--- config.mk ---
export PLATFORM = sky130hd
export DESIGN_NAME = keypad_scan_multitap_decoder_top_flat
export DESIGN_NICKNAME = d
export VERILOG_FILES = /design/src/sv/kpd_pkg.sv /design/src/sv/kpd_in_if.sv /design/src/sv/kpd_out_if.sv /design/src/sv/kpd_multitap.sv /design/src/sv/kpd_ctrl.sv /design/src/sv/keypad_scan_multitap_decoder_top.sv /design/src/flat_wrapper.sv
export SDC_FILE = /design/constraint.sdc
export NUM_CORES = 1
export LEC_CHECK = 0
export ABC_AREA = 0
export BUFFER_PORTS_ARGS = -buffer_cell sky130_fd_sc_hd__buf_2
export CORE_MARGIN = 3
export CORE_UTILIZATION = 45
export DETAILED_ROUTE_END_ITERATION = 6
export PLACE_DENSITY = 0.66
export SLEW_MARGIN = 20
export SYNTH_ARGS = -nofsm -noshare
export SYNTH_HDL_FRONTEND = slang
export SYNTH_SLANG_ARGS = --single-unit
--- constraint.sdc ---
create_clock -name clk -period 5.8 [get_ports clk]
set_clock_uncertainty 0.2 [all_clocks]
set_input_delay 0.58 -clock clk [delete_from_list [all_inputs] [get_ports clk]]
set_output_delay 0.58 -clock clk [all_outputs]
set_load 0.03 [all_outputs]
--- src/sv/kpd_pkg.sv ---
`timescale 1ns / 1ps

package kpd_pkg;

    // Keypad geometry
    localparam int ROWS      = 4;
    localparam int ROW_W     = 2;
    localparam int COL_W     = 2;
    localparam int LINES_W   = 3;
    localparam int KEY_W     = 4;
    localparam int TAP_W     = 3;
    localparam int CHAR_W    = 7;
    localparam int DEB_W     = 8;
    localparam int IDLE_W    = 12;
    localparam int CFG_IDX_W = 1;
    localparam int CFG_DATA_W = 12;

    localparam logic [KEY_W-1:0]   NO_KEY     = 4'hF;
    localparam logic [LINES_W-1:0] LINES_IDLE = 3'b111;
    localparam logic [DEB_W-1:0]   DEB_MAX    = 8'hFF;
    localparam logic [IDLE_W-1:0]  IDLE_MAX   = 12'hFFF;
    localparam logic [ROW_W-1:0]   ROW_LAST   = ROW_W'(ROWS - 1);

    localparam logic [DEB_W-1:0]  DEBOUNCE_RESET = 8'd25;
    localparam logic [IDLE_W-1:0] COMMIT_RESET   = 12'd200;

    // Configuration register indexes
    localparam logic [CFG_IDX_W-1:0] CFG_DEBOUNCE = 1'b0;
    localparam logic [CFG_IDX_W-1:0] CFG_COMMIT   = 1'b1;

    // Scanner phases
    typedef enum logic [1:0] {
        PH_SCAN      = 2'd0,
        PH_DEB_PRESS = 2'd1,
        PH_WAIT_REL  = 2'd2,
        PH_DEB_REL   = 2'd3
    } kpd_phase_t;

    // One result item
    typedef struct packed {
        logic [ROW_W-1:0]  row_select;
        logic              char_valid;
        logic [CHAR_W-1:0] char_code;
    } kpd_result_t;

    // First letter on a key, zero for keys without letters
    function automatic logic [CHAR_W-1:0] letter_base(input logic [KEY_W-1:0] key);
        logic [CHAR_W-1:0] c;
        case (key)
            4'd1:    c = 7'h61; // a
            4'd2:    c = 7'h64; // d
            4'd3:    c = 7'h67; // g
            4'd4:    c = 7'h6A; // j
            4'd5:    c = 7'h6D; // m
            4'd6:    c = 7'h70; // p
            4'd7:    c = 7'h74; // t
            4'd8:    c = 7'h77; // w
            default: c = 7'h00;
        endcase
        return c;
    endfunction

    // Digit or symbol printed on a key
    function automatic logic [CHAR_W-1:0] plain_char(input logic [KEY_W-1:0] key);
        logic [CHAR_W-1:0] c;
        case (key)
            4'd0:    c = 7'h31; // 1
            4'd1:    c = 7'h32;
            4'd2:    c = 7'h33;
            4'd3:    c = 7'h34;
            4'd4:    c = 7'h35;
            4'd5:    c = 7'h36;
            4'd6:    c = 7'h37;
            4'd7:    c = 7'h38;
            4'd8:    c = 7'h39;
            4'd9:    c = 7'h2A; // *
            4'd10:   c = 7'h30; // 0
            4'd11:   c = 7'h23; // #
            default: c = 7'h00;
        endcase
        return c;
    endfunction

endpackage

--- src/sv/kpd_in_if.sv ---
`timescale 1ns / 1ps

interface kpd_in_if;
    logic                           valid;
    logic                           ready;
    logic [kpd_pkg::LINES_W-1:0]    column_lines;

    modport source (output valid, output column_lines, input ready);
    modport sink   (input valid, input column_lines, output ready);
endinterface

--- src/sv/kpd_out_if.sv ---
`timescale 1ns / 1ps

interface kpd_out_if;
    logic                           valid;
    logic                           ready;
    logic [kpd_pkg::ROW_W-1:0]      row_select;
    logic                           char_valid;
    logic [kpd_pkg::CHAR_W-1:0]     char_code;

    modport source (output valid, output row_select, output char_valid,
                    output char_code, input ready);
    modport sink   (input valid, input row_select, input char_valid,
                    input char_code, output ready);
endinterface

--- src/sv/kpd_multitap.sv ---
`timescale 1ns / 1ps

module kpd_multitap (
    input  logic [kpd_pkg::KEY_W-1:0]  key,
    input  logic [kpd_pkg::KEY_W-1:0]  last_key,
    input  logic [kpd_pkg::TAP_W-1:0]  press_count,
    output logic [kpd_pkg::TAP_W-1:0]  press_count_next,
    output logic [kpd_pkg::CHAR_W-1:0] char_code
);
    import kpd_pkg::*;

    logic             four_letter;
    logic [TAP_W-1:0] tap_last;
    logic [TAP_W-1:0] letters;

    // 7 and 9 keys carry four letters and cycle over five taps
    assign four_letter = (key == 4'd6) || (key == 4'd8);
    assign tap_last    = four_letter ? 3'd4 : 3'd3;

    always_comb
    begin
        if (four_letter)
            letters = 3'd4;
        else if ((key >= 4'd1) && (key <= 4'd7))
            letters = 3'd3;
        else
            letters = 3'd0;
    end

    // Tap count: fresh key restarts, same key wraps
    always_comb
    begin
        if (key != last_key)
            press_count_next = '0;
        else if (press_count >= tap_last)
            press_count_next = '0;
        else
            press_count_next = press_count + 3'd1;
    end

    // Letter while taps remain on the key, then the digit
    always_comb
    begin
        if (key > 4'd11)
            char_code = '0;
        else if ((letters != '0) && (press_count_next < letters))
            char_code = letter_base(key) + CHAR_W'(press_count_next);
        else
            char_code = plain_char(key);
    end

endmodule

--- src/sv/kpd_ctrl.sv ---
`timescale 1ns / 1ps

module kpd_ctrl (
    input  logic                           clk,
    input  logic                           rst_n,
    input  logic                           step,
    input  logic [kpd_pkg::LINES_W-1:0]    column_lines,
    input  logic [kpd_pkg::DEB_W-1:0]      debounce_ticks,
    input  logic [kpd_pkg::IDLE_W-1:0]     commit_ticks,
    output kpd_pkg::kpd_result_t           result
);
    import kpd_pkg::*;

    kpd_phase_t        phase_reg, phase_next;
    logic [ROW_W-1:0]  row_index_reg, row_index_next;
    logic [COL_W-1:0]  latched_column_reg, latched_column_next;
    logic [DEB_W-1:0]  debounce_count_reg, debounce_count_next;
    logic [IDLE_W-1:0] idle_count_reg, idle_count_next;
    logic [KEY_W-1:0]  last_key_reg, last_key_next;
    logic [TAP_W-1:0]  press_count_reg, press_count_next;

    logic              pressed;
    logic              commit_due;
    logic [DEB_W-1:0]  deb_inc;
    logic              deb_done;
    logic [KEY_W-1:0]  key;
    logic [TAP_W-1:0]  tap_next;
    logic [CHAR_W-1:0] tap_code;

    assign pressed    = (column_lines != LINES_IDLE);
    assign commit_due = (last_key_reg != NO_KEY) && (idle_count_reg >= commit_ticks);
    assign deb_inc    = (debounce_count_reg == DEB_MAX) ? DEB_MAX
                                                        : debounce_count_reg + 8'd1;
    assign deb_done   = (deb_inc >= debounce_ticks);
    assign key        = KEY_W'({2'b00, row_index_reg} * 4'd3) + {2'b00, latched_column_reg};

    kpd_multitap u_multitap (
        .key              (key),
        .last_key         (last_key_reg),
        .press_count      (press_count_reg),
        .press_count_next (tap_next),
        .char_code        (tap_code)
    );

    // Phase transitions
    always_comb
    begin
        phase_next = phase_reg;
        unique case (phase_reg)
            PH_SCAN:
                if (!commit_due && pressed)
                    phase_next = PH_DEB_PRESS;
            PH_DEB_PRESS:
                if (deb_done)
                    phase_next = PH_WAIT_REL;
            PH_WAIT_REL:
                if (!pressed)
                    phase_next = PH_DEB_REL;
            PH_DEB_REL:
                if (deb_done)
                    phase_next = PH_SCAN;
        endcase
    end

    // Datapath updates and result for this transfer
    always_comb
    begin
        row_index_next      = row_index_reg;
        latched_column_next = latched_column_reg;
        debounce_count_next = debounce_count_reg;
        idle_count_next     = idle_count_reg;
        last_key_next       = last_key_reg;
        press_count_next    = press_count_reg;
        result.row_select   = row_index_reg;
        result.char_valid   = 1'b0;
        result.char_code    = '0;
        unique case (phase_reg)
            PH_SCAN:
                if (commit_due)
                begin
                    last_key_next    = NO_KEY;
                    press_count_next = '0;
                end
                else
                begin
                    if (idle_count_reg != IDLE_MAX)
                        idle_count_next = idle_count_reg + 12'd1;
                    if (pressed)
                    begin
                        // lowest pressed column wins
                        priority if (!column_lines[0])
                            latched_column_next = 2'd0;
                        else if (!column_lines[1])
                            latched_column_next = 2'd1;
                        else
                            latched_column_next = 2'd2;
                        debounce_count_next = '0;
                    end
                    else
                    begin
                        row_index_next = (row_index_reg == ROW_LAST) ? '0
                                                                     : row_index_reg + 2'd1;
                    end
                end
            PH_DEB_PRESS:
            begin
                debounce_count_next = deb_inc;
                if (deb_done)
                begin
                    last_key_next     = key;
                    press_count_next  = tap_next;
                    result.char_valid = (tap_code != '0);
                    result.char_code  = tap_code;
                end
            end
            PH_WAIT_REL:
                if (!pressed)
                    debounce_count_next = '0;
            PH_DEB_REL:
            begin
                debounce_count_next = deb_inc;
                if (deb_done)
                    idle_count_next = '0;
            end
        endcase
    end

    // State registers advance once per transfer
    always_ff @(posedge clk or negedge rst_n)
    begin
        if (!rst_n)
        begin
            phase_reg          <= PH_SCAN;
            row_index_reg      <= '0;
            latched_column_reg <= '0;
            debounce_count_reg <= '0;
            idle_count_reg     <= '0;
            last_key_reg       <= NO_KEY;
            press_count_reg    <= '0;
        end
        else if (step)
        begin
            phase_reg          <= phase_next;
            row_index_reg      <= row_index_next;
            latched_column_reg <= latched_column_next;
            debounce_count_reg <= debounce_count_next;
            idle_count_reg     <= idle_count_next;
            last_key_reg       <= last_key_next;
            press_count_reg    <= press_count_next;
        end
    end

endmodule

--- src/sv/keypad_scan_multitap_decoder_top.sv ---
`timescale 1ns / 1ps

// Keypad scanner with phone multi-tap text entry. Each input transfer is one
// scan tick carrying the active-low column lines of the row being driven; each
// tick yields exactly one result with the row driven that tick and, when a key
// is decoded, its letter or digit. Throughput is one tick per clock: the tick
// lands in an input register, the scanner state and decode logic update as it
// leaves, and the result sits in an output register, so a new tick is taken
// every cycle while the output is being drained. Debounce and commit timeouts
// are counted in ticks and must be written only while no tick is in flight.
module keypad_scan_multitap_decoder_top (
    input  logic                            clk,
    input  logic                            rst_n,
    input  logic                            cfg_we,
    input  logic [kpd_pkg::CFG_IDX_W-1:0]   cfg_index,
    input  logic [kpd_pkg::CFG_DATA_W-1:0]  cfg_data,
    kpd_in_if.sink                          in_ch,
    kpd_out_if.source                       out_ch
);
    import kpd_pkg::*;

    logic [DEB_W-1:0]   debounce_ticks_reg;
    logic [IDLE_W-1:0]  commit_ticks_reg;
    logic               s1_valid_reg;
    logic [LINES_W-1:0] s1_lines_reg;
    logic               out_valid_reg;
    kpd_result_t        out_data_reg;
    kpd_result_t        result;
    logic               fire;

    // Tick moves to the output when the result slot is free or draining
    assign fire         = s1_valid_reg && (!out_valid_reg || out_ch.ready);
    assign in_ch.ready  = !s1_valid_reg || fire;

    // Configuration registers
    always_ff @(posedge clk or negedge rst_n)
    begin
        if (!rst_n)
        begin
            debounce_ticks_reg <= DEBOUNCE_RESET;
            commit_ticks_reg   <= COMMIT_RESET;
        end
        else if (cfg_we)
        begin
            unique case (cfg_index)
                CFG_DEBOUNCE: debounce_ticks_reg <= cfg_data[DEB_W-1:0];
                CFG_COMMIT:   commit_ticks_reg   <= cfg_data[IDLE_W-1:0];
            endcase
        end
    end

    // Input register
    always_ff @(posedge clk or negedge rst_n)
    begin
        if (!rst_n)
            s1_valid_reg <= 1'b0;
        else if (in_ch.ready)
            s1_valid_reg <= in_ch.valid;
    end

    always_ff @(posedge clk)
    begin
        if (in_ch.valid && in_ch.ready)
            s1_lines_reg <= in_ch.column_lines;
    end

    kpd_ctrl u_ctrl (
        .clk            (clk),
        .rst_n          (rst_n),
        .step           (fire),
        .column_lines   (s1_lines_reg),
        .debounce_ticks (debounce_ticks_reg),
        .commit_ticks   (commit_ticks_reg),
        .result         (result)
    );

    // Result register
    always_ff @(posedge clk or negedge rst_n)
    begin
        if (!rst_n)
            out_valid_reg <= 1'b0;
        else if (fire)
            out_valid_reg <= 1'b1;
        else if (out_ch.ready)
            out_valid_reg <= 1'b0;
    end

    always_ff @(posedge clk)
    begin
        if (fire)
            out_data_reg <= result;
    end

    assign out_ch.valid      = out_valid_reg;
    assign out_ch.row_select = out_data_reg.row_select;
    assign out_ch.char_valid = out_data_reg.char_valid;
    assign out_ch.char_code  = out_data_reg.char_code;

endmodule

--- src/flat_wrapper.sv ---
// flat-port wrapper written by rule: the top's interface ports become plain ports
module keypad_scan_multitap_decoder_top_flat import kpd_pkg::*;
  (clk, rst_n, cfg_we, cfg_index, cfg_data, in_ch_valid, in_ch_column_lines, in_ch_ready, out_ch_valid, out_ch_row_select, out_ch_char_valid, out_ch_char_code, out_ch_ready);
  kpd_in_if in_ch_i ();
  kpd_out_if out_ch_i ();
  input  logic clk;
  input  logic rst_n;
  input  logic cfg_we;
  input  logic [kpd_pkg::CFG_IDX_W-1:0] cfg_index;
  input  logic [kpd_pkg::CFG_DATA_W-1:0] cfg_data;
  input wire logic [$bits(in_ch_i.valid)-1:0] in_ch_valid;
  input wire logic [$bits(in_ch_i.column_lines)-1:0] in_ch_column_lines;
  output wire logic [$bits(in_ch_i.ready)-1:0] in_ch_ready;
  output wire logic [$bits(out_ch_i.valid)-1:0] out_ch_valid;
  output wire logic [$bits(out_ch_i.row_select)-1:0] out_ch_row_select;
  output wire logic [$bits(out_ch_i.char_valid)-1:0] out_ch_char_valid;
  output wire logic [$bits(out_ch_i.char_code)-1:0] out_ch_char_code;
  input wire logic [$bits(out_ch_i.ready)-1:0] out_ch_ready;
  assign in_ch_i.valid = in_ch_valid;
  assign in_ch_i.column_lines = in_ch_column_lines;
  assign in_ch_ready = in_ch_i.ready;
  assign out_ch_valid = out_ch_i.valid;
  assign out_ch_row_select = out_ch_i.row_select;
  assign out_ch_char_valid = out_ch_i.char_valid;
  assign out_ch_char_code = out_ch_i.char_code;
  assign out_ch_i.ready = out_ch_ready;
  keypad_scan_multitap_decoder_top u_core (.clk(clk), .rst_n(rst_n), .cfg_we(cfg_we), .cfg_index(cfg_index), .cfg_data(cfg_data), .in_ch(in_ch_i), .out_ch(out_ch_i));
endmodule
==> results of run 1 <==
==> per-stage QoR <==
step	instances	utilization	hold slack [ns]
floorplan	439	-	0.0844
global placement	589	0.500	0.273
detailed placement	589	0.500	0.286
CTS	605	0.521	0.182
global route	605	0.521	0.192
finish	605	0.521	0.154
==> power by group <==
group          internal [W]  switching [W]
registers          0.000608      0.0000965
logic              0.000600       0.000833
clock network      0.000199       0.000194
==> cell families (layout without fill, tap and decap cells) <==
| family | count (synthesis) | count (layout) |
|---|---|---|
| simple gates | 125 | 125 |
| compound gates | 99 | 99 |
| flops | 68 | 68 |
| buf+inv | 64 | 101 |
| fa+ha+maj | 43 | 43 |
| mux | 30 | 30 |
| xor+xnor | 10 | 10 |
==> worst max-delay path, stage by stage (launching register included) <==
cell	delay [ns]
dfrtp_1	0.43
inv_1	0.08
fa_1	0.50
inv_1	0.04
ha_1	0.45
inv_1	0.10
ha_1	0.26
and3b_1	0.21
a21o_1	0.17
inv_1	0.13
ha_1	0.25
nor2b_1	0.21
o2111ai_1	0.26
inv_1	0.18
ha_1	0.25
and2_1	0.16
a2111o_1	0.37
a21oi_1	0.15
buf_4	0.21
mux2i_1	0.26
o211ai_1	0.12
==> metal layers <==
layer | vias up | routed length, microns | GRT usage
li1 | 1654 | - | -
met1 | 1580 | 4100 | 0.217
met2 | 64 | 4250 | 0.275
met3 | 10 | 337 | 0.0352
met4 | 0 | 104 | 0.0506
met5 | - | 0 | 0
==> layout by cell type (no fill, tap or decap), types with 4 or more instances in the layout <==
master	instances
a211o_1	7
a211oi_1	5
a21o_1	4
a21oi_1	11
and2_1	5
and3_1	6
buf_2	32
clkbuf_8	9
dfrtp_1	45
dfstp_2	10
edfxtp_1	13
ha_1	40
inv_1	50
mux2_2	24
mux2i_1	6
nand2_1	29
nand2b_1	9
nand3_1	12
nand4_1	5
nor2_1	16
nor2b_1	7
nor3_1	12
nor3b_1	4
nor4_1	5
o21ai_0	28
o22a_1	5
o22ai_1	4
xnor2_1	6
xor2_1	4
==> final cells by class <==
type                       count  share of cell area
timing repair buffer          35              0.0376
multi-input combinational    307               0.485
inverter                      50              0.0386
clock buffer                  10              0.0263
sequential                    68               0.366
clock inverter                 6              0.0131
tap                          129              0.0332
==> final timing paths <==
| path | endpoint | start | slack (ns) |
|---|---|---|---|
| min reg2reg | u_core.u_ctrl.latched_column_reg[1] | u_core.u_ctrl.latched_column_reg[1] | 0.30 |
| max | u_core.out_ch.char_valid | u_core.u_ctrl.row_index_reg[0] | 0.56 |
| min in group clk | u_core.s1_lines_reg[1] | in_ch_column_lines[1] | 0.21 |
| max reg2reg | u_core.out_ch.char_valid | u_core.u_ctrl.row_index_reg[0] | 0.56 |
| min | u_core.commit_ticks_reg[2] | rst_n | 0.15 |
| max in group asynchronous | u_core.u_ctrl.press_count_reg[0] | rst_n | 4.77 |
==> Yosys cell counts, drive strengths merged, types with 3 or more instances <==
library cell / count
nand2: 29
nand3: 12
xor2: 4
nand2b: 9
nor4: 5
or2: 3
o21ai: 29
a21oi: 11
o22a: 5
a221o: 3
dfstp: 10
nand4: 5
xnor2: 6
nor2: 16
buf: 4
fa: 3
o221ai: 3
mux2: 24
nor3: 13
a211o: 7
o211a: 3
mux2i: 6
a41oi: 3
inv: 50
o211ai: 3
a211oi: 6
edfxtp: 13
nor2b: 7
ha: 40
dfrtp: 45
and2: 5
a21o: 4
and3: 6
o22ai: 4
nor3b: 4
clkbuf: 10
==> flow_summary.json, run 1 <==
{
  "status": "complete, no violations",
  "drive_above_1_share": 0.191,
  "place_ws_ns": 0.574,
  "synthSimpleGateAreaFrac": 0.152,
  "synthTopCellsByArea": "dfrtp_1, ha_1, edfxtp_1",
  "wire_per_inst_microns": 14.5,
  "worst_pin_slew_ns": 0.855,
  "crit_path_end_kind": "flip-flop",
  "leakagePower_nw": 2.24,
  "grt_pass1_wl_microns": 15000,
  "register_area_sq_um": 1780,
  "layout_min_cycle_time_ns": 5.24,
  "post_cts_resized": 0,
  "max-vdd-ir-drop_mv": 0.225,
  "yosysWarnings": 0,
  "die_y_microns": 105,
  "synth_nets": 503,
  "cts_tree": "built",
  "fin_ws_ns": 0.555,
  "criticalPathCategory": "flip-flop to flip-flop",
  "dp_hpwl_microns": 6500,
  "postCtsHoldBufs": 0,
  "cp_max_fo": 12,
  "syn_area_sq_um": 4380,
  "drt_first_pass_iters": 4,
  "synth_top_family_by_area": "compound AO/OA/AOI/OAI gates",
  "async_flop_share": 0.809,
  "synth-edff-count": 13,
  "drc": 0,
  "required_ns": 5.68,
  "grt_pass1_vias": 3268,
  "rsz0062_at_grt": "no",
  "clkSlewWorstSetupHoldPaths_ns": 0.08,
  "ctsLongestPathBuffers": 2,
  "synth_xor_area_frac": 0.0200,
  "synth.area.mux_share": 0.0755,
  "final_hold_viol_count": 0,
  "synth_top_area_cell": "dfrtp_1",
  "yosysTopAreaCellShare": 0.257,
  "synth.distinct_cells": 59,
  "core_area_sq_um": 9330,
  "seq_area_frac_synth": 0.406,
  "fp-row-count": 35,
  "power_w": 0.00253,
  "portBuffers": 32,
  "clockRootBuffer": "clkbuf_8",
  "netlist_instances": 439,
  "powerDensity_nw_per_um2": 521,
  "synth_compound_area_frac": 0.162,
  "setup_violations": 0,
  "chipWidth_microns": 105,
  "multi_input_comb_area_sq_um": 2350,
  "placedInstanceArea_sq_um": 4660,
  "clk_latency_ns": 0.35,
  "cts.sinks": 68,
  "fmax_ghz": 0.191,
  "layout.nets": 535,
  "antenna_cells": 0,
  "post-cts-setup-buffers": 0,
  "antenna_found_initial": 0,
  "routed_wl_microns": 8790,
  "grt.total_usage": 0.165,
  "avgSynthCellArea_sq_um": 9.97,
  "synth_seq_cells": 68,
  "grt_start_max_net_pins": 56,
  "slew_violations": 0,
  "startpoint_type": "flip-flop",
  "vias": 3308,
  "pin_count": 33,
  "r2r.worst_path.cells": 20,
  "arrival_ns": 5.12,
  "die_area_sq_um": 10900,
  "design_area_sq_um": 4860,
  "detail_route.iter0.violations": 153,
  "vias_per_cell": 5.47,
  "gr-total-overflow": 0,
  "synthFlopType": "dfrtp_1",
  "max_slew_margin": 0.429,
  "fill_cells": 842,
  "gp_congestion": 0.948,
  "setup_tns_ns": 0,
  "hold_class": "primary input to async pin",
  "htreeDepth": 3,
  "fin_crit_sh": 0.904,
  "drtAntennaViolNets": 0,
  "cts_buffers": 9,
  "synth_fa_ha_area_frac": 0.128,
  "area_delta_synth_final_pct": 10.9,
  "maxCapViolCount": 0,
  "initial_utilization": 0.469
}
No activity file was read; power rests on OpenSTA's default activity.
==> run 2: changes to the inputs <==
CORE_UTILIZATION = 60   (was 45)
PLACE_DENSITY = 0.83   (was 0.66)
RECOVER_POWER = 100   (was unset)
==> flow_summary.json, run 2 (synthesis gave the netlist of run 1 again) <==
{
  "internal_power_w": 0.00140,
  "antenna_cells": 0,
  "gp_congestion": 0.942,
  "required_ns": 5.68,
  "post-cts-setup-buffers": 0,
  "fin_cells": 571,
  "pwr-share-comb": 0.567,
  "hold_class": "primary input to flip-flop",
  "placed_cells": 555,
  "core_area_sq_um": 6940,
  "cp_max_fo": 16,
  "met2_usage": 0.380,
  "initial_utilization": 0.630,
  "drtAntennaViolNets": 0,
  "routed_wl_microns": 8870,
  "multi_input_comb_area_sq_um": 2330,
  "gr-total-overflow": 0,
  "postCtsHoldBufs": 0,
  "die_y_microns": 91.4,
  "grt_use_met3": 0.0431,
  "power_switching_w": 0.00112,
  "maxCapViolCount": 1,
  "clkSlewWorstSetupHoldPaths_ns": 0.07,
  "powerDensity_nw_per_um2": 529,
  "rsz0062_at_grt": "no",
  "worst_pin_slew_ns": 2.99,
  "grt_start_max_net_pins": 56,
  "rr_endpoint": "u_core.out_ch.char_valid",
  "vias_per_cell": 5.99,
  "setup_tns_ns": 0,
  "min_delay_worst_endpoint": "u_core.s1_lines_reg[2]",
  "cts.sinks": 68,
  "cp.depth": 20,
  "clockRootBuffer": "clkbuf_8",
  "cts_buffers": 9,
  "busiest_layer": "met2",
  "detail_route.iter0.violations": 182,
  "reg2reg_from": "u_core.u_ctrl.row_index_reg[0]",
  "p_clk_frac": 0.152,
  "hold_slack_ns": 0.213,
  "die_area_sq_um": 8360,
  "r2r.worst_path.cells": 20,
  "portBuffers": 32,
  "max-vdd-ir-drop_mv": 0.251,
  "antenna_found_initial": 0,
  "layout_min_cycle_time_ns": 5.30,
  "fill_cells": 527,
  "arrival_ns": 5.18,
  "most-common-layout-cells": "inv_1, dfrtp_1, ha_1, nand2_1, o21ai_0",
  "grt_pass1_vias": 3465,
  "drt_first_pass_iters": 5,
  "leakagePower_nw": 2.18,
  "max_slew_margin": -0.995,
  "drive_above_1_share": 0.156,
  "startpoint_type": "flip-flop",
  "fmax_ghz": 0.189,
  "grt_pass1_wl_microns": 15300,
  "grt.total_usage": 0.225,
  "area_delta_synth_final_pct": 8.80,
  "hold_start": "in_ch_column_lines[2]",
  "reg2reg_slack_ns": 0.50,
  "critPathTopFamily": "adder cells",
  "cp_num_buf_inv": 6,
  "slew_violations": 56,
  "layout.nets": 534,
  "max_stage_delay_ns": 0.72,
  "vias": 3421,
  "cts_tree": "built",
  "violations": "max-capacitance violations, max-slew violations",
  "htreeDepth": 3,
  "pin_count": 33,
  "p_seq_frac": 0.281,
  "wire_per_inst_microns": 15.5,
  "fin_crit_sh": 0.914,
  "whs_path_depth": 1,
  "criticalPathCategory": "flip-flop to flip-flop",
  "fp-row-count": 30,
  "status": "finished, violations left",
  "crit_path_end_kind": "flip-flop",
  "register_area_sq_um": 1780,
  "post_cts_resized": 0,
  "dp_hpwl_microns": 6550,
  "cpMostUsedCell": "inv_1",
  "setup_violations": 0,
  "switching_share": 0.446,
  "grtUsageMet1": 0.283,
  "ctsLongestPathBuffers": 2,
  "final_hold_viol_count": 0,
  "clk_latency_ns": 0.35,
  "drc": 0,
  "critPathSlowestCell": "fa_2",
  "chipWidth_microns": 91.4,
  "crit_chain": "inv_1, fa_1, inv_1, ha_1, inv_1, fa_2, and3b_1, a21o_1, inv_1, ha_1, nor2b_1, o2111ai_1, inv_1, ha_1, and2_0, a2111o_1, a21oi_1, buf_4, mux2i_1, o211ai_1",
  "final_common_cell": "inv_1"
}
[run 2: changes by cell type in the layout (fill, tap and decap cells not counted), moves of 2 or more]
| cell | before | now |
|---|---|---|
| buf_4 | 3 | 1 |
| buf_2 | 32 | 18 |
| and2_0 | 0 | 4 |
| clkinvlp_4 | 0 | 2 |
| clkinv_4 | 2 | 0 |
| clkbuf_1 | 1 | 15 |
| and2_1 | 5 | 1 |
[run 2: area by class of cell]
cell class | count | area share
Inverter | 50 | 0.0394
Clock inverter | 7 | 0.0139
Multi-Input combinational cell | 307 | 0.490
Clock buffer | 9 | 0.0260
Tap cell | 96 | 0.0252
Timing Repair Buffer | 34 | 0.0323
Sequential cell | 68 | 0.374
[run 2: stage by stage]
stage          cell area [sq um]   util  worst slack (ns)  power, W
2_1_floorplan               4380      -             0.849   0.00182
3_3_place_gp                4620  0.665             0.633   0.00207
3_5_place_dp                4620  0.665             0.310   0.00214
4_1_cts                     4810  0.692             0.327   0.00253
5_1_grt                     4760  0.686            0.0844   0.00274
6_report                    4760  0.686             0.497   0.00252
[run 2: worst max path at each step]
stage / start / end / slack (ns)
after floorplan: u_core.u_ctrl.row_index_reg[0] / u_core.out_ch.char_valid / 0.85
after global placement: u_core.u_ctrl.row_index_reg[1] / u_core.out_ch.char_valid / 0.63
after detailed placement: u_core.u_ctrl.row_index_reg[0] / u_core.out_ch.char_valid / 0.31
after CTS: u_core.u_ctrl.row_index_reg[0] / u_core.out_ch.char_valid / 0.33
after global routing: u_core.u_ctrl.row_index_reg[0] / u_core.out_ch.char_valid / 0.08
final: u_core.u_ctrl.row_index_reg[0] / u_core.out_ch.char_valid / 0.50
[run 2: power by group through the flow]
stage	clock network [W]	registers [W]	logic, W
2_1_floorplan	0	0.000705	0.00111
3_3_place_gp	0	0.000706	0.00136
3_5_place_dp	0	0.000713	0.00143
4_1_cts	0.000388	0.000704	0.00144
5_1_grt	0.000412	0.000724	0.00160
6_report	0.000383	0.000706	0.00143
[run 2: worst register-to-register path, delay by kind of cell (launching register included)]
family / cells / cell delay [ns]
flops: 1 / 0.44
buf+inv: 6 / 0.66
simple gates: 3 / 0.61
fa+ha+maj: 5 / 1.87
mux: 1 / 0.26
compound gates: 5 / 1.01
[run 2: metal layers]
| layer | part of all wire | vias to the layer above | routed length, microns |
|---|---|---|---|
| li1 | - | 1653 | - |
| met1 | 0.43 | 1647 | 3800 |
| met2 | 0.50 | 104 | 4440 |
| met3 | 0.051 | 17 | 453 |
| met4 | 0.018 | 0 | 163 |
| met5 | 0 | - | 0 |
==> run 3: changes to the inputs <==
ABC_AREA = 1   (was 0)
==> flow_summary.json, run 3 <==
{
  "core_area_sq_um": 6940,
  "slew_violations": 81,
  "cp_max_fo": 12,
  "startpoint": "u_core.u_ctrl.row_index_reg[0]",
  "antenna_found_initial": 0,
  "post_cts_resized": 0,
  "worst_pin_slew_ns": 2.90,
  "rr_endpoint": "u_core.out_ch.char_valid",
  "grt_start_max_net_pins": 56,
  "cts_tree": "built",
  "max_slew_margin": -0.932,
  "routed_wl_microns": 8850,
  "startpoint_type": "flip-flop",
  "synthFlopType": "dfrtp_1",
  "fin_crit_sh": 0.874,
  "vias": 3613,
  "final_common_cell": "nand2_1",
  "fmax_ghz": 0.197,
  "powerDensity_nw_per_um2": 561,
  "ys_top_cells_by_count": "nand2_1, inv_1, o21ai_0, dfrtp_1, ha_1",
  "drive_above_1_share": 0.117,
  "synth_seq_cells": 68,
  "drtAntennaViolNets": 0,
  "wl_met3_microns": 303,
  "drc": 0,
  "highest_layer": "met4",
  "rsz0062_at_grt": "no",
  "portBuffers": 32,
  "critPathSlowestCell": "fa_1",
  "hold_class": "primary input to flip-flop",
  "gr-total-overflow": 0,
  "layout_min_cycle_time_ns": 5.07,
  "detail_route.iter0.violations": 102,
  "synthTopCellsByArea": "dfrtp_1, ha_1, nand2_1",
  "clkSlewWorstSetupHoldPaths_ns": 0.07,
  "grt_pass1_wl_microns": 15900,
  "synth-edff-count": 13,
  "max-vdd-ir-drop_mv": 0.257,
  "setup_tns_ns": 0,
  "drt_first_pass_iters": 5,
  "yosysWarnings": 0,
  "reg2reg_from": "u_core.u_ctrl.row_index_reg[0]",
  "cts_buffers": 9,
  "violations": "max-capacitance violations, max-slew violations",
  "area_delta_synth_final_pct": 8.82,
  "synth.distinct_cells": 40,
  "leakagePower_nw": 2.39,
  "die_y_microns": 91.5,
  "placed_cells": 672,
  "yosysMostFrequentCell": "nand2_1",
  "chipWidth_microns": 91.5,
  "clockRootBuffer": "clkbuf_8",
  "hold_slack_ns": 0.205,
  "seq_area_frac_synth": 0.406,
  "grt.total_usage": 0.233,
  "ctsLongestPathBuffers": 2,
  "fin_cells": 688,
  "antenna_cells": 0,
  "layout.nets": 651,
  "cp-endpoint": "u_core.out_ch.char_valid",
  "clk_latency_ns": 0.35,
  "most-common-layout-cells": "nand2_1, inv_1, o21ai_0, dfrtp_1, ha_1",
  "arrival_ns": 4.98,
  "synth_top_area_cell": "dfrtp_1",
  "avgSynthCellArea_sq_um": 7.94,
  "synth_nets": 616,
  "post-cts-setup-buffers": 0,
  "wl_met2_microns": 4530,
  "initial_utilization": 0.632,
  "gp_congestion": 0.915,
  "syn_area_sq_um": 4390,
  "htreeDepth": 3,
  "criticalPathCategory": "flip-flop to flip-flop",
  "max_stage_delay_ns": 0.51,
  "dp_hpwl_microns": 6720,
  "vias_per_cell": 5.25,
  "async_flop_share": 0.809,
  "wl_met1_microns": 3820,
  "grt_pass1_vias": 3720,
  "cpMostUsedCell": "inv_1",
  "required_ns": 5.71,
  "maxCapViolCount": 2,
  "crit_path_end_kind": "flip-flop",
  "yosysTopAreaCellShare": 0.257,
  "netlist_instances": 552,
  "final_hold_viol_count": 0,
  "status": "finished, violations left",
  "reg2reg_slack_ns": 0.73,
  "postCtsHoldBufs": 0,
  "setup_violations": 0,
  "wire_per_inst_microns": 12.9,
  "die_area_sq_um": 8370,
  "cts.sinks": 68,
  "r2r.worst_path.cells": 29,
  "fp-row-count": 30,
  "pin_count": 33
}
-- run 3: layer usage --
layer / track usage / vias to the layer above
met5: 0 / -
met4: 0.102 / 0
met3: 0.0431 / 18
met2: 0.414 / 61
met1: 0.272 / 1671
li1: - / 1863
-- run 3: stage by stage --
stage / instance area [sq um] / setup slack (ns) / utilization / power (W)
after floorplan: 4390 / 1.52 / - / 0.00197
after global routing: 4770 / 0.314 / 0.687 / 0.00297
after detailed placement: 4640 / 0.961 / 0.668 / 0.00234
final: 4770 / 0.731 / 0.687 / 0.00268
after global placement: 4640 / 1.22 / 0.668 / 0.00223
after CTS: 4810 / 0.956 / 0.693 / 0.00270
-- run 3: how the worst min path moves through the flow --
stage / startpoint / end / cells past startpoint
CTS: rst_n / u_core.u_ctrl.idle_count_reg[9] / 2
global placement: u_core.u_ctrl.row_index_reg[1] / u_core.out_ch.row_select[1] / 0
floorplan: rst_n / u_core.commit_ticks_reg[0] / 0
detailed placement: u_core.u_ctrl.row_index_reg[1] / u_core.out_ch.row_select[1] / 0
global route: in_ch_column_lines[2] / u_core.s1_lines_reg[2] / 1
finish: in_ch_column_lines[2] / u_core.s1_lines_reg[2] / 1
-- run 3: cells by family (layout without fill, tap and decap cells) --
logic type / after synthesis / count (layout) / share of synthesized area
AOI/OAI and AO/OA: 100 / 100 / 0.125
DFF: 68 / 68 / 0.406
and+or+nand+nor: 230 / 230 / 0.235
xor gates and xnor gates: 9 / 9 / 0.0180
adders and majority gates: 43 / 43 / 0.128
buffers and inverters: 102 / 142 / 0.0882
-- run 3: report_power, final --
group	leakage (nW)	internal [W]	switching, W
sequential	0.811	0.000589	0.0000655
combinational	1.49	0.000545	0.00112
clock	0.0905	0.000178	0.000176
-- run 3: worst max-delay path, delay by kind of cell, from the launching register on --
family          cells  cell delay, ns
fa+ha+maj           5            1.73
simple gates       12            1.17
buf+inv             9            0.81
compound gates      3            0.49
flops               1            0.41
-- run 3: final cells by class --
class                           count  area, sq um
Sequential cell                    68         1780
Fill cell                         574         2170
Multi-Input combinational cell    382         2200
Tap cell                           96          120
Timing Repair Buffer               33          148
Clock buffer                       14          163
Clock inverter                      2         10.0
Inverter                           93          350
